### src/rtl/core/s3cf_pkg.sv
// ----------------------------------------------------------------------------
// s3cf_pkg
// Shared types and constants for the 3x3 cross sharpening filter: register
// indexes, reset values, size defaults and the job record that travels from
// the front end to the back end.
// ----------------------------------------------------------------------------
package s3cf_pkg;

	// Default size limits
	localparam int MAX_WIDTH_DEF    = 2048;
	localparam int MAX_HEIGHT_DEF   = 2048;
	localparam int MAX_CHANNELS_DEF = 4;

	// Register reset values and lower limits
	localparam int IMAGE_WIDTH_RESET   = 640;
	localparam int IMAGE_HEIGHT_RESET  = 480;
	localparam int CHANNEL_COUNT_RESET = 1;
	localparam int MIN_WIDTH           = 3;
	localparam int MIN_HEIGHT          = 3;
	localparam int MIN_CHANNELS        = 1;

	// Port widths fixed by the register and sample formats
	localparam int SAMPLE_W   = 8;
	localparam int CFG_DATA_W = 12;
	localparam int CFG_ADDR_W = 2;

	// Center weight of the kernel
	localparam int SHARPEN_GAIN = 5;

	// Entries in the job queue between front and back end
	localparam int QUEUE_DEPTH = 4;

	// Configuration register indexes
	typedef enum logic [CFG_ADDR_W-1:0] {
		REG_IMAGE_WIDTH   = 2'd0,
		REG_IMAGE_HEIGHT  = 2'd1,
		REG_CHANNEL_COUNT = 2'd2
	} cfg_reg_t;

	// One classified input item with its neighborhood
	typedef struct packed {
		logic [SAMPLE_W-1:0] center;
		logic [SAMPLE_W-1:0] left;
		logic [SAMPLE_W-1:0] right;
		logic [SAMPLE_W-1:0] upper;
		logic [SAMPLE_W-1:0] lower;
		logic                interior;   // neighborhood fully inside the frame
		logic                has_up;     // result for the row above is due
		logic                has_bottom; // bottom border result is due
		logic                last;       // bottom result closes the frame
	} job_t;

endpackage

### src/rtl/core/s3cf_queue.sv
// ----------------------------------------------------------------------------
// s3cf_queue
// Small register FIFO of jobs that decouples the front end from the back end.
// ----------------------------------------------------------------------------
module s3cf_queue import s3cf_pkg::*; #(
	parameter int DEPTH = QUEUE_DEPTH
) (
	input  logic clk,
	input  logic arst_n,
	input  logic push,
	input  job_t push_job,
	output logic full,
	input  logic pop,
	output logic head_valid,
	output job_t head
);

	localparam int PTR_W = (DEPTH > 1) ? $clog2(DEPTH) : 1;
	localparam int CNT_W = $clog2(DEPTH + 1);

	job_t             slots_q [DEPTH];
	logic [PTR_W-1:0] wr_ptr_q;
	logic [PTR_W-1:0] rd_ptr_q;
	logic [CNT_W-1:0] count_q;
	logic             do_push;
	logic             do_pop;

	assign full       = (count_q == CNT_W'(DEPTH));
	assign head_valid = (count_q != '0);
	assign head       = slots_q[rd_ptr_q];
	assign do_push    = push && !full;
	assign do_pop     = pop && head_valid;

	// Store a pushed job
	always_ff @(posedge clk) begin
		if (do_push) begin
			slots_q[wr_ptr_q] <= push_job;
		end
	end

	// Advance pointers and fill count
	always_ff @(posedge clk or negedge arst_n) begin
		if (!arst_n) begin
			wr_ptr_q <= '0;
			rd_ptr_q <= '0;
			count_q  <= '0;
		end else begin
			if (do_push) begin
				wr_ptr_q <= (wr_ptr_q == PTR_W'(DEPTH - 1)) ? '0 : wr_ptr_q + PTR_W'(1);
			end
			if (do_pop) begin
				rd_ptr_q <= (rd_ptr_q == PTR_W'(DEPTH - 1)) ? '0 : rd_ptr_q + PTR_W'(1);
			end
			if (do_push && !do_pop) begin
				count_q <= count_q + CNT_W'(1);
			end else if (do_pop && !do_push) begin
				count_q <= count_q - CNT_W'(1);
			end
		end
	end

endmodule

### config.mk
export PLATFORM = sky130hd
export DESIGN_NAME = s3cf_queue
export DESIGN_NICKNAME = d
export VERILOG_FILES = /design/src/rtl/core/s3cf_pkg.sv /design/src/rtl/core/s3cf_queue.sv
export SDC_FILE = /design/constraint.sdc
export NUM_CORES = 1
export LEC_CHECK = 0
export ABC_AREA = 1
export ABC_CLOCK_PERIOD_IN_PS = 9600
export BUFFER_PORTS_ARGS = -buffer_cell sky130_fd_sc_hd__buf_2
export CELL_PAD_IN_SITES_DETAIL_PLACEMENT = 0
export CELL_PAD_IN_SITES_GLOBAL_PLACEMENT = 1
export CORE_MARGIN = 4
export CORE_UTILIZATION = 51
export CTS_CLUSTER_SIZE = 30
export DETAILED_ROUTE_END_ITERATION = 8
export GPL_TIMING_DRIVEN = 1
export PLACE_DENSITY_LB_ADDON = 0.1
export SYNTH_ARGS = -nofsm -noshare
export SYNTH_HDL_FRONTEND = slang
export SYNTH_SLANG_ARGS = --single-unit
export TNS_END_PERCENT = 20
### constraint.sdc
create_clock -name clk -period 9.6 [get_ports clk]
set_input_delay 1.44 -clock clk [delete_from_list [all_inputs] [get_ports clk]]
set_output_delay 1.44 -clock clk [all_outputs]
set_load 0.02 [all_outputs]
==> flow_metrics.py <==
metrics = {
    "run_status": {
        "status": "finished clean",
    },
    "worst_setup_path": {
        "worstPathCellList": "buf_4 -> nand2_1 -> o211ai_1 -> nand2_1 -> buf_2",
        "rr_worst_depth": 5,
        "crit_top_cell": "nand2_1",
        "arrival_ps": 2790,
        "slowest_stage": "buf_4",
        "cp-start-kind": "register",
        "reg2reg_from": "count_q[0]",
        "worstSetupPathType": "register to output port",
        "slowest_delay_ps": 980,
        "r2r_end": "slots_q[3][30]",
        "worst-path-buf-inv": 2,
        "critical-path-top-delay-family": "buffers and inverters",
        "crit_path_max_fanout": 120,
        "crit_required_ps": 8160,
        "endpoint_kind": "output port",
        "rrSetupSlack_ps": 7340,
    },
    "global_route": {
        "grt_pass1_vias": 4106,
        "track_usage_pct": 16.6,
        "grt_antenna_before_repair": 2,
        "overflow": 0,
        "grt_pass1_wl_um": 20900,
        "grt_start_max_net_pins": 121,
    },
    "clock_tree": {
        "clk_pin_slew_ps": 60,
        "hold_buffers": 0,
        "cts_resized": 0,
        "cts.sinks": 183,
        "insertion_delay_ps": 420,
        "cts.htree.levels": 4,
        "clock_path_buffers": 2,
        "root_buffer": "clkbuf_16",
        "cts_tree": "yes",
        "cts_buffers": 17,
        "postCtsSetupBuffers": 0,
    },
    "sta": {
        "min_period_ps": 4230,
        "timing.hold.ws_ps": 508,
        "rsz0062_at_grt": "no",
        "maxSlewHeadroom_pct": 21.6,
        "final-setup-viol-count": 0,
        "skew_ps": 5.05,
        "timing.fmax_mhz": 236,
        "worst_pin_slew_ps": 1180,
        "setup-tns-final_ps": 0,
        "setup_ws_ps": 5370,
        "hold_viol": 0,
        "maxSlewViolCount": 0,
        "period_share_pct": 44.1,
    },
    "routing": {
        "wl_met3_um": 601,
        "first_iter_violations": 196,
        "antenna_left": 0,
        "vias": 4356,
        "wl_per_cell_um": 15.7,
        "wl_met1_um": 6080,
        "routed_wl_um": 13500,
        "dr_wl_met2_um": 6570,
        "post_drt_via_cell_ratio": 5.07,
        "dr.pass1.iters": 6,
        "highest_layer": "met5",
        "drc": 0,
    },
    "synth": {
        "ys_ff_latch": 183,
        "syn_area_per_cell_um2": 13.2,
        "synth_area_mm2": 0.00754,
        "synth_fp_nets": 628,
        "synth_cells": 573,
        "ys.warnings.count": 0,
        "ys_seq_area_share_pct": 72.4,
        "synth.distinct_cells": 17,
    },
    "place": {
        "place_ws_ps": 5780,
        "place_hpwl_um": 7690,
        "portBuffers": 93,
        "dp_cells": 827,
        "gp_congestion": 0.715,
    },
    "die": {
        "fp.dieW_um": 130,
        "floorplan.rows": 44,
        "die-height_um": 130,
        "fp.coreArea_mm2": 0.0145,
        "ios": 94,
        "initial_core_util_pct": 51.9,
        "die_area_mm2": 0.0168,
    },
    "power": {
        "p_comb_share_pct": 34.1,
        "ir_drop_v": 0.000200,
        "power_switching_share_pct": 36.5,
        "fin_total_pwr_mw": 2.80,
        "internal_power_mw": 1.78,
        "power_frac_clock_pct": 25.7,
        "p_leak_nw": 3.52,
        "power_frac_seq_pct": 40.2,
        "powerDensity_mw_per_mm2": 322,
        "switchingPower_mw": 1.02,
    },
    "finish": {
        "n_antenna_cell": 0,
        "layout-drive-gt1-share_pct": 22.2,
        "instances_no_fill": 859,
        "nets": 717,
        "area_growth_pct": 15.4,
    },
    "hold_path": {
        "hold_class": "register to register",
        "worstHoldEndpoint": "count_q[2]",
        "hold_depth": 2,
        "holdCritStartpoint": "count_q[2]",
    },
    "flow_run": {
        "maxCapViolCount": 0,
    },
}
## layout by cell type, fill, tap and decap left out
cell / Yosys / layout
nand4_1: 1 / 1
o211ai_2: 13 / 13
fa_1: 1 / 1
buf_4: 6 / 6
clkinv_4: 0 / 5
dfrtp_2: 0 / 1
o21ai_0: 1 / 1
clkinv_1: 0 / 1
clkbuf_16: 0 / 17
inv_2: 1 / 1
ha_1: 6 / 6
clkinvlp_4: 0 / 1
bufinv_16: 0 / 4
inv_1: 102 / 102
buf_2: 10 / 93
inv_6: 0 / 2
nand2_1: 147 / 147
dfrtp_1: 7 / 5
nor2_4: 0 / 4
xnor2_1: 1 / 1
nor2_1: 6 / 2
nand3_1: 7 / 7
o211ai_1: 75 / 75
clkinv_2: 0 / 2
dfrtp_4: 0 / 1
edfxtp_1: 176 / 176
## stage by stage
step / cell area (um2) / utilization [%]
6_report: 8700 / 59.9
5_1_grt: 8700 / 59.9
4_1_cts: 8700 / 59.9
3_5_place_dp: 8070 / 55.5
3_3_place_gp: 8070 / 55.5
2_1_floorplan: 7540 / -
## worst min-delay path: stages, from the launching register on
cell	delay [ps]
dfrtp_1	370
nand2_1	60
nand2_1	50
## area by class of cell
type | instances | area [um2]
clock inverter | 15 | 203
multi-input combinational | 258 | 1480
clock buffer | 17 | 425
fill | 1147 | 5830
sequential | 183 | 5470
inverter | 103 | 387
tap | 184 | 230
timing repair buffer | 99 | 510
## metal layers
layer  track usage [%]  up-vias
met5                 0        -
met4              6.11        4
met3              4.70       16
met2              27.6       95
met1              21.0     2082
li1                  -     2159
## flip-flops by register name (all words and copies together) (netlist names)
signal	flops
slots_q	176
count_q	3
wr_ptr_q	2
rd_ptr_q	2
## worst max path at each step
stage / to / slack (ps) / start / depth (start not counted)
CTS: head[24] / 5320 / rd_ptr_q[0] / 5
finish: head[7] / 5370 / rd_ptr_q[0] / 5
floorplan: slots_q[0][0] / 5720 / push / 2
global route: head[36] / 5030 / rd_ptr_q[0] / 5
global placement: head[35] / 5850 / rd_ptr_q[0] / 4
detailed placement: head[7] / 5780 / rd_ptr_q[0] / 5
## cell usage after synthesis
cell type | instances | area (um2)
buf_6 | 13 | 146
inv_2 | 1 | 3.75
nand4_1 | 1 | 6.26
dfrtp_1 | 7 | 175
o211ai_1 | 75 | 563
nand3_1 | 7 | 35.0
xnor2_1 | 1 | 8.76
nor2_1 | 6 | 22.5
edfxtp_1 | 176 | 5290
inv_1 | 102 | 383
fa_1 | 1 | 20.0
buf_2 | 10 | 50.1
o211ai_2 | 13 | 163
buf_4 | 6 | 45.0
nand2_1 | 147 | 552
o21ai_0 | 1 | 5.00
ha_1 | 6 | 75.1
## cells by family (layout without fill, tap and decap cells)
kind of cell	Yosys count	count (layout)	synth area share (%)
AOI/OAI and AO/OA	89	89	9.69
adders and majority gates	7	7	1.26
xor gates and xnor gates	1	1	0.116
buffers and inverters	132	234	8.33
and+or+nand+nor	161	161	8.17
DFF	183	183	72.4
## power groups by stage
| stage | clock network (mW) | logic [mW] | registers [mW] |
|---|---|---|---|
| after floorplan | 0 | 0.754 | 1.11 |
| after global placement | 0 | 0.959 | 1.14 |
| after detailed placement | 0 | 0.976 | 1.14 |
| after CTS | 0.738 | 0.979 | 1.13 |
| after global routing | 0.773 | 1.06 | 1.14 |
| final | 0.721 | 0.956 | 1.13 |
(Power assumes the default switching activity.)
