`src/rtl/core/s3cf_pkg.sv`:
```
// ----------------------------------------------------------------------------
// s3cf_pkg
// Shared types and constants for the 3x3 cross sharpening filter: register
// indexes, reset values, size defaults and the job record that travels from
// the front end to the back end.
// ----------------------------------------------------------------------------
package s3cf_pkg;

	// Default size limits
	localparam int MAX_WIDTH_DEF    = 2048;
	localparam int MAX_HEIGHT_DEF   = 2048;
	localparam int MAX_CHANNELS_DEF = 4;

	// Register reset values and lower limits
	localparam int IMAGE_WIDTH_RESET   = 640;
	localparam int IMAGE_HEIGHT_RESET  = 480;
	localparam int CHANNEL_COUNT_RESET = 1;
	localparam int MIN_WIDTH           = 3;
	localparam int MIN_HEIGHT          = 3;
	localparam int MIN_CHANNELS        = 1;

	// Port widths fixed by the register and sample formats
	localparam int SAMPLE_W   = 8;
	localparam int CFG_DATA_W = 12;
	localparam int CFG_ADDR_W = 2;

	// Center weight of the kernel
	localparam int SHARPEN_GAIN = 5;

	// Entries in the job queue between front and back end
	localparam int QUEUE_DEPTH = 4;

	// Configuration register indexes
	typedef enum logic [CFG_ADDR_W-1:0] {
		REG_IMAGE_WIDTH   = 2'd0,
		REG_IMAGE_HEIGHT  = 2'd1,
		REG_CHANNEL_COUNT = 2'd2
	} cfg_reg_t;

	// One classified input item with its neighborhood
	typedef struct packed {
		logic [SAMPLE_W-1:0] center;
		logic [SAMPLE_W-1:0] left;
		logic [SAMPLE_W-1:0] right;
		logic [SAMPLE_W-1:0] upper;
		logic [SAMPLE_W-1:0] lower;
		logic                interior;   // neighborhood fully inside the frame
		logic                has_up;     // result for the row above is due
		logic                has_bottom; // bottom border result is due
		logic                last;       // bottom result closes the frame
	} job_t;

endpackage

```
`src/rtl/core/s3cf_back.sv`:
```
// ----------------------------------------------------------------------------
// s3cf_back
// Output side: evaluates the cross kernel for the job at the queue head and
// emits one or two result transactions through an output register.
// ----------------------------------------------------------------------------
module s3cf_back import s3cf_pkg::*; (
	input  logic                clk,
	input  logic                arst_n,
	input  logic                head_valid,
	input  job_t                head,
	output logic                pop,
	output logic [SAMPLE_W-1:0] pixel_out,
	output logic                frame_last,
	output logic                out_valid,
	input  logic                out_stall
);

	typedef enum logic {
		PH_UPPER,
		PH_BOTTOM
	} phase_t;

	phase_t              phase_q;
	logic                out_valid_q;
	logic [SAMPLE_W-1:0] pixel_out_q;
	logic                frame_last_q;
	logic                load;
	logic                emit_upper;
	logic [10:0]         gain_sum;
	logic [9:0]          nb_sum;
	logic [10:0]         diff;
	logic [SAMPLE_W-1:0] sharp;
	logic [SAMPLE_W-1:0] value;

	// Kernel: five times the center minus the four neighbors, clamped
	always_comb begin
		gain_sum = 11'(head.center) * 11'(SHARPEN_GAIN);
		nb_sum   = 10'(head.left) + 10'(head.right) + 10'(head.upper) + 10'(head.lower);
		diff     = gain_sum - 11'(nb_sum);
		if (gain_sum <= 11'(nb_sum)) begin
			sharp = '0;
		end else if (diff > 11'd255) begin
			sharp = '1;
		end else begin
			sharp = diff[SAMPLE_W-1:0];
		end
		value = head.interior ? sharp : '0;
	end

	assign load       = !out_valid_q || !out_stall;
	assign emit_upper = head_valid && head.has_up && (phase_q == PH_UPPER);
	assign pop        = load && head_valid && !(emit_upper && head.has_bottom);

	// Emit the upper-row result first, then the bottom border result
	always_ff @(posedge clk or negedge arst_n) begin
		if (!arst_n) begin
			phase_q      <= PH_UPPER;
			out_valid_q  <= 1'b0;
			pixel_out_q  <= '0;
			frame_last_q <= 1'b0;
		end else if (load) begin
			out_valid_q <= head_valid;
			if (emit_upper) begin
				pixel_out_q  <= value;
				frame_last_q <= 1'b0;
				if (head.has_bottom) begin
					phase_q <= PH_BOTTOM;
				end
			end else begin
				pixel_out_q  <= '0;
				frame_last_q <= head.last;
				phase_q      <= PH_UPPER;
			end
		end
	end

	assign out_valid  = out_valid_q;
	assign pixel_out  = pixel_out_q;
	assign frame_last = frame_last_q;

endmodule

```
`config.mk`:
```
export PLATFORM = sky130hd
export DESIGN_NAME = s3cf_back
export DESIGN_NICKNAME = d
export VERILOG_FILES = /design/src/rtl/core/s3cf_pkg.sv /design/src/rtl/core/s3cf_back.sv
export SDC_FILE = /design/constraint.sdc
export NUM_CORES = 1
export LEC_CHECK = 0
export ABC_AREA = 0
export ABC_CLOCK_PERIOD_IN_PS = 2350
export BUFFER_PORTS_ARGS = -buffer_cell sky130_fd_sc_hd__buf_2
export CORE_UTILIZATION = 35
export CTS_CLUSTER_DIAMETER = 120
export DETAILED_ROUTE_END_ITERATION = 6
export GPL_TIMING_DRIVEN = 1
export PLACE_DENSITY = 0.68
export SETUP_SLACK_MARGIN = 0.1
export SLEW_MARGIN = 30
export SYNTH_ARGS = -nofsm -noshare
export SYNTH_HDL_FRONTEND = slang
export SYNTH_SLANG_ARGS = --single-unit
```
`constraint.sdc`:
```
create_clock -name clk -period 2.35 [get_ports clk]
set_clock_uncertainty 0.2 [all_clocks]
set_input_delay 0.47 -clock clk [delete_from_list [all_inputs] [get_ports clk]]
set_output_delay 0.47 -clock clk [all_outputs]
set_load 0.01 [all_outputs]
```
==> impl_metrics.tcl <==
set metrics [dict create \
    p_sw_share_pct 42.5 \
    critPathCapture "pixel_out[4]" \
    timing.rr.start "phase_q" \
    path_buf_inv 3 \
    drc 0 \
    grt_max_degree 12 \
    start_util_pct 36.9 \
    relSlewSlack_pct 74.8 \
    drt-vias-per-instance 4.74 \
    cp.depth 18 \
    r2r_cells 6 \
    synth_nets 330 \
    nets 450 \
    antenna_found_initial 0 \
    status "finished with violations" \
    hold_violations 0 \
    yosysSeqAreaShare_pct 13.4 \
    place_ws_ns -2.74 \
    crit_required_ns 2.26 \
    path_cells "buf_6 > inv_2 > fa_1 > inv_2 > fa_2 > ha_4 > fa_2 > a21o_1 > a21oi_2 > o21bai_1 > a21oi_2 > xor2_1 > ha_1 > a21o_1 > or4_1 > a32oi_2 > a21boi_4 > a221o_1" \
    seqPwrFrac_pct 8.0 \
    cts_tree "done" \
    violations "negative setup slack" \
    overflow 0 \
    async_flop_share_pct 100 \
    grt_pass1_wl_um 7650 \
    worst_slack_ns -2.29 \
    ys.flop_type "dfrtp_1" \
    p_comb_share_pct 86.6 \
    diodes 0 \
    routabilityCongestion 0.865 \
    grt_util_all_layers_pct 15.3 \
    die_w_um 78.7 \
    synthCells 232 \
    clockBufferDepth 2 \
    dr_total_vias 2005 \
    fin_crit_ns 4.64 \
    synth_warnings 0 \
    htree_levels 1 \
    cts.sinks 11 \
    grt_pass1_vias 1870 \
    cp-startpoint "head[5]" \
    start_kind "primary input" \
    design_area_um2 3040 \
    internal_power_uw 1960 \
    fmax_ghz 0.216 \
    max_stage_delay_ns 0.54 \
    yosysUniqueCellTypes 43 \
    p_per_area_nw_per_um2 1120 \
    clk_latency_ns 0.23 \
    netlist.area_leader.share_pct 19.4 \
    fin_total_pwr_uw 3420 \
    post-route-period-util_pct 197 \
    crit_arrival_ns 4.55 \
    drt_iter0_drc 58 \
    clk_pin_slew_ns 0.05 \
    finalSetupViolCount 8 \
    ys_seq_elements 11 \
    rrSetupSlack_ns 0.39 \
    ant_nets 0 \
    core-area_um2 5570 \
    reg2reg_to "pixel_out[4]" \
    die_area_um2 6200 \
    dp_hpwl_um 3970 \
    synth_edf_count 0 \
    die_h_um 78.7 \
    routed_wl_um 4510 \
    crit_family "adder cells" \
    synth_top_area_cell "ha_1" \
    ir_drop_v 0.000520 \
    syn_to_final_growth_pct 47.8 \
    root_buffer "clkbuf_8" \
    tightest_slew_ns 0.376 \
    power_frac_clock_pct 5.4 \
    rsz0062_at_grt "yes" \
    synthTopCellsByArea "ha_1, fa_1, dfrtp_1" \
    p_switching_uw 1450 \
    p_leak_uw 0.00169 \
    end_kind "flop" \
    rows 27 \
    maxSlewViolCount 0 \
    synth.avg_cell_area_um2 8.88 \
    io_pins 59 \
    hp-class "primary input to flop" \
    path_class "primary input to flop" \
    drt-pass1-iter-count 4 \
    crit_fanout 8 \
    port_buffers 58 \
    wl_per_cell_um 10.7 \
    maxCapViolCount 0 \
    place_area_um2 2920 \
    cp_slowest_cell "fa_1" \
    syn-cell-area_um2 2060 \
    drive_above_1_share_pct 41.3 \
    cts_buffers 3 \
]
through the flow:
step | util [%] | setup TNS [ns] | hold slack (ns) | std cells
after CTS | 54.5 | -18.28 | 0.254 | 422
after detailed placement | 52.3 | -21.84 | 0.144 | 415
final | 54.6 | -18.20 | 0.254 | 423
after global placement | 52.3 | -21.33 | 0.144 | 415
after floorplan | - | -18.81 | -0.0256 | 232
after global routing | 54.6 | -19.70 | 0.274 | 423
registers in the layout (all words and copies together), names as in the netlist:
register and count:
phase_q 1, frame_last 1, out_valid 1, pixel_out 8
worst reg2reg max path, delay by kind of cell (launching register included):
kind            cells  cell delay [ns]
compound gates      4             0.91
flops               1             0.39
simple gates        2             0.40
cell usage after synthesis, types with 2 or more instances:
cell      number
a211oi_1       4
a21boi_1       2
a21o_1         7
a21oi_1       11
a221o_1        8
a31o_2         2
a31oi_1        3
dfrtp_1       11
fa_1          18
ha_1          32
inv_1         51
nand2_1       13
nand2b_1       2
nand3_1        4
nand4_1        3
nor2_1         9
nor2b_1        3
nor3_1         3
nor4_1         2
o21a_1         2
o21ai_0        3
o21ai_1        2
o21bai_1       2
xnor2_1       11
xor2_1         6
power by group through the flow:
stage	combinational [µW]	clock [µW]	sequential [µW]
2_1_floorplan	1710	0	299
3_3_place_gp	2770	0	275
3_5_place_dp	2820	0	274
4_1_cts	2960	189	274
5_1_grt	3250	201	282
6_report	2960	185	273
worst min-delay path by stage:
stage | to | startpoint | slack (ns) | cells after the start
final | frame_last | head[0] | 0.25 | 3
after floorplan | frame_last | arst_n | -0.03 | 0
after global placement | out_valid | arst_n | 0.14 | 1
after CTS | frame_last | head[0] | 0.25 | 3
after detailed placement | out_valid | arst_n | 0.14 | 1
after global routing | out_valid | head_valid | 0.27 | 2
final cells by class:
cell class                      count  area (µm²)
Sequential cell                    11         275
Fill cell                         535        2530
Inverter                           51         199
Tap cell                           72        90.1
Clock buffer                        4        45.0
Multi-Input combinational cell    167        1670
Timing Repair Buffer              118         762
kinds of logic (layout without fill, tap and decap cells):
family          Yosys count  after routing  share of synthesized area [%]
mux                       1              1                          0.486
buf+inv                  54            173                           10.3
fa+ha+maj                50             50                           36.9
xor+xnor                 17             17                           7.23
flops                    11             11                           13.4
simple gates             44             44                           10.8
compound gates           55             55                           21.0
placed cells by master (no fill, tap or decap), types with 3 or more instances in the layout:
| master | netlist | routed |
|---|---|---|
| nand2_1 | 13 | 13 |
| a21oi_2 | 1 | 3 |
| clkbuf_8 | 0 | 3 |
| ha_4 | 0 | 3 |
| ha_1 | 32 | 29 |
| a21o_1 | 7 | 7 |
| a31oi_1 | 3 | 3 |
| nor3_1 | 3 | 3 |
| nand4_1 | 3 | 3 |
| nor2_1 | 9 | 9 |
| buf_4 | 0 | 58 |
| nand3_1 | 4 | 4 |
| a221o_1 | 8 | 8 |
| xnor2_1 | 11 | 11 |
| nor2b_1 | 3 | 3 |
| dfrtp_1 | 11 | 11 |
| inv_2 | 0 | 3 |
| o21ai_0 | 3 | 3 |
| buf_2 | 1 | 57 |
| inv_1 | 51 | 47 |
| a21oi_1 | 11 | 8 |
| a211oi_2 | 0 | 3 |
| fa_1 | 18 | 16 |
| xor2_1 | 6 | 6 |
timing repair:
| action | 4_1_cts | 5_1_grt |
|---|---|---|
| setup endpoints to repair | 8 | 8 |
| endpoints found under the hold margin | 11 | 0 |
| hold buffers | 1 | 0 |
| pin swaps | 6 | 1 |
| resized for setup | 9 | 0 |
| buffers inserted | 2 | 1 |
routing by layer:
layer  part of all wire [%]  up-vias  global-route usage, %
met4                   0.97        0                   3.70
li1                       -     1026                      -
met2                     51       38                   28.0
met1                     45      935                   19.2
met5                      0        -                      0
met3                    3.1        6                   1.15
Note: power is estimated with default switching activity, not from simulation.
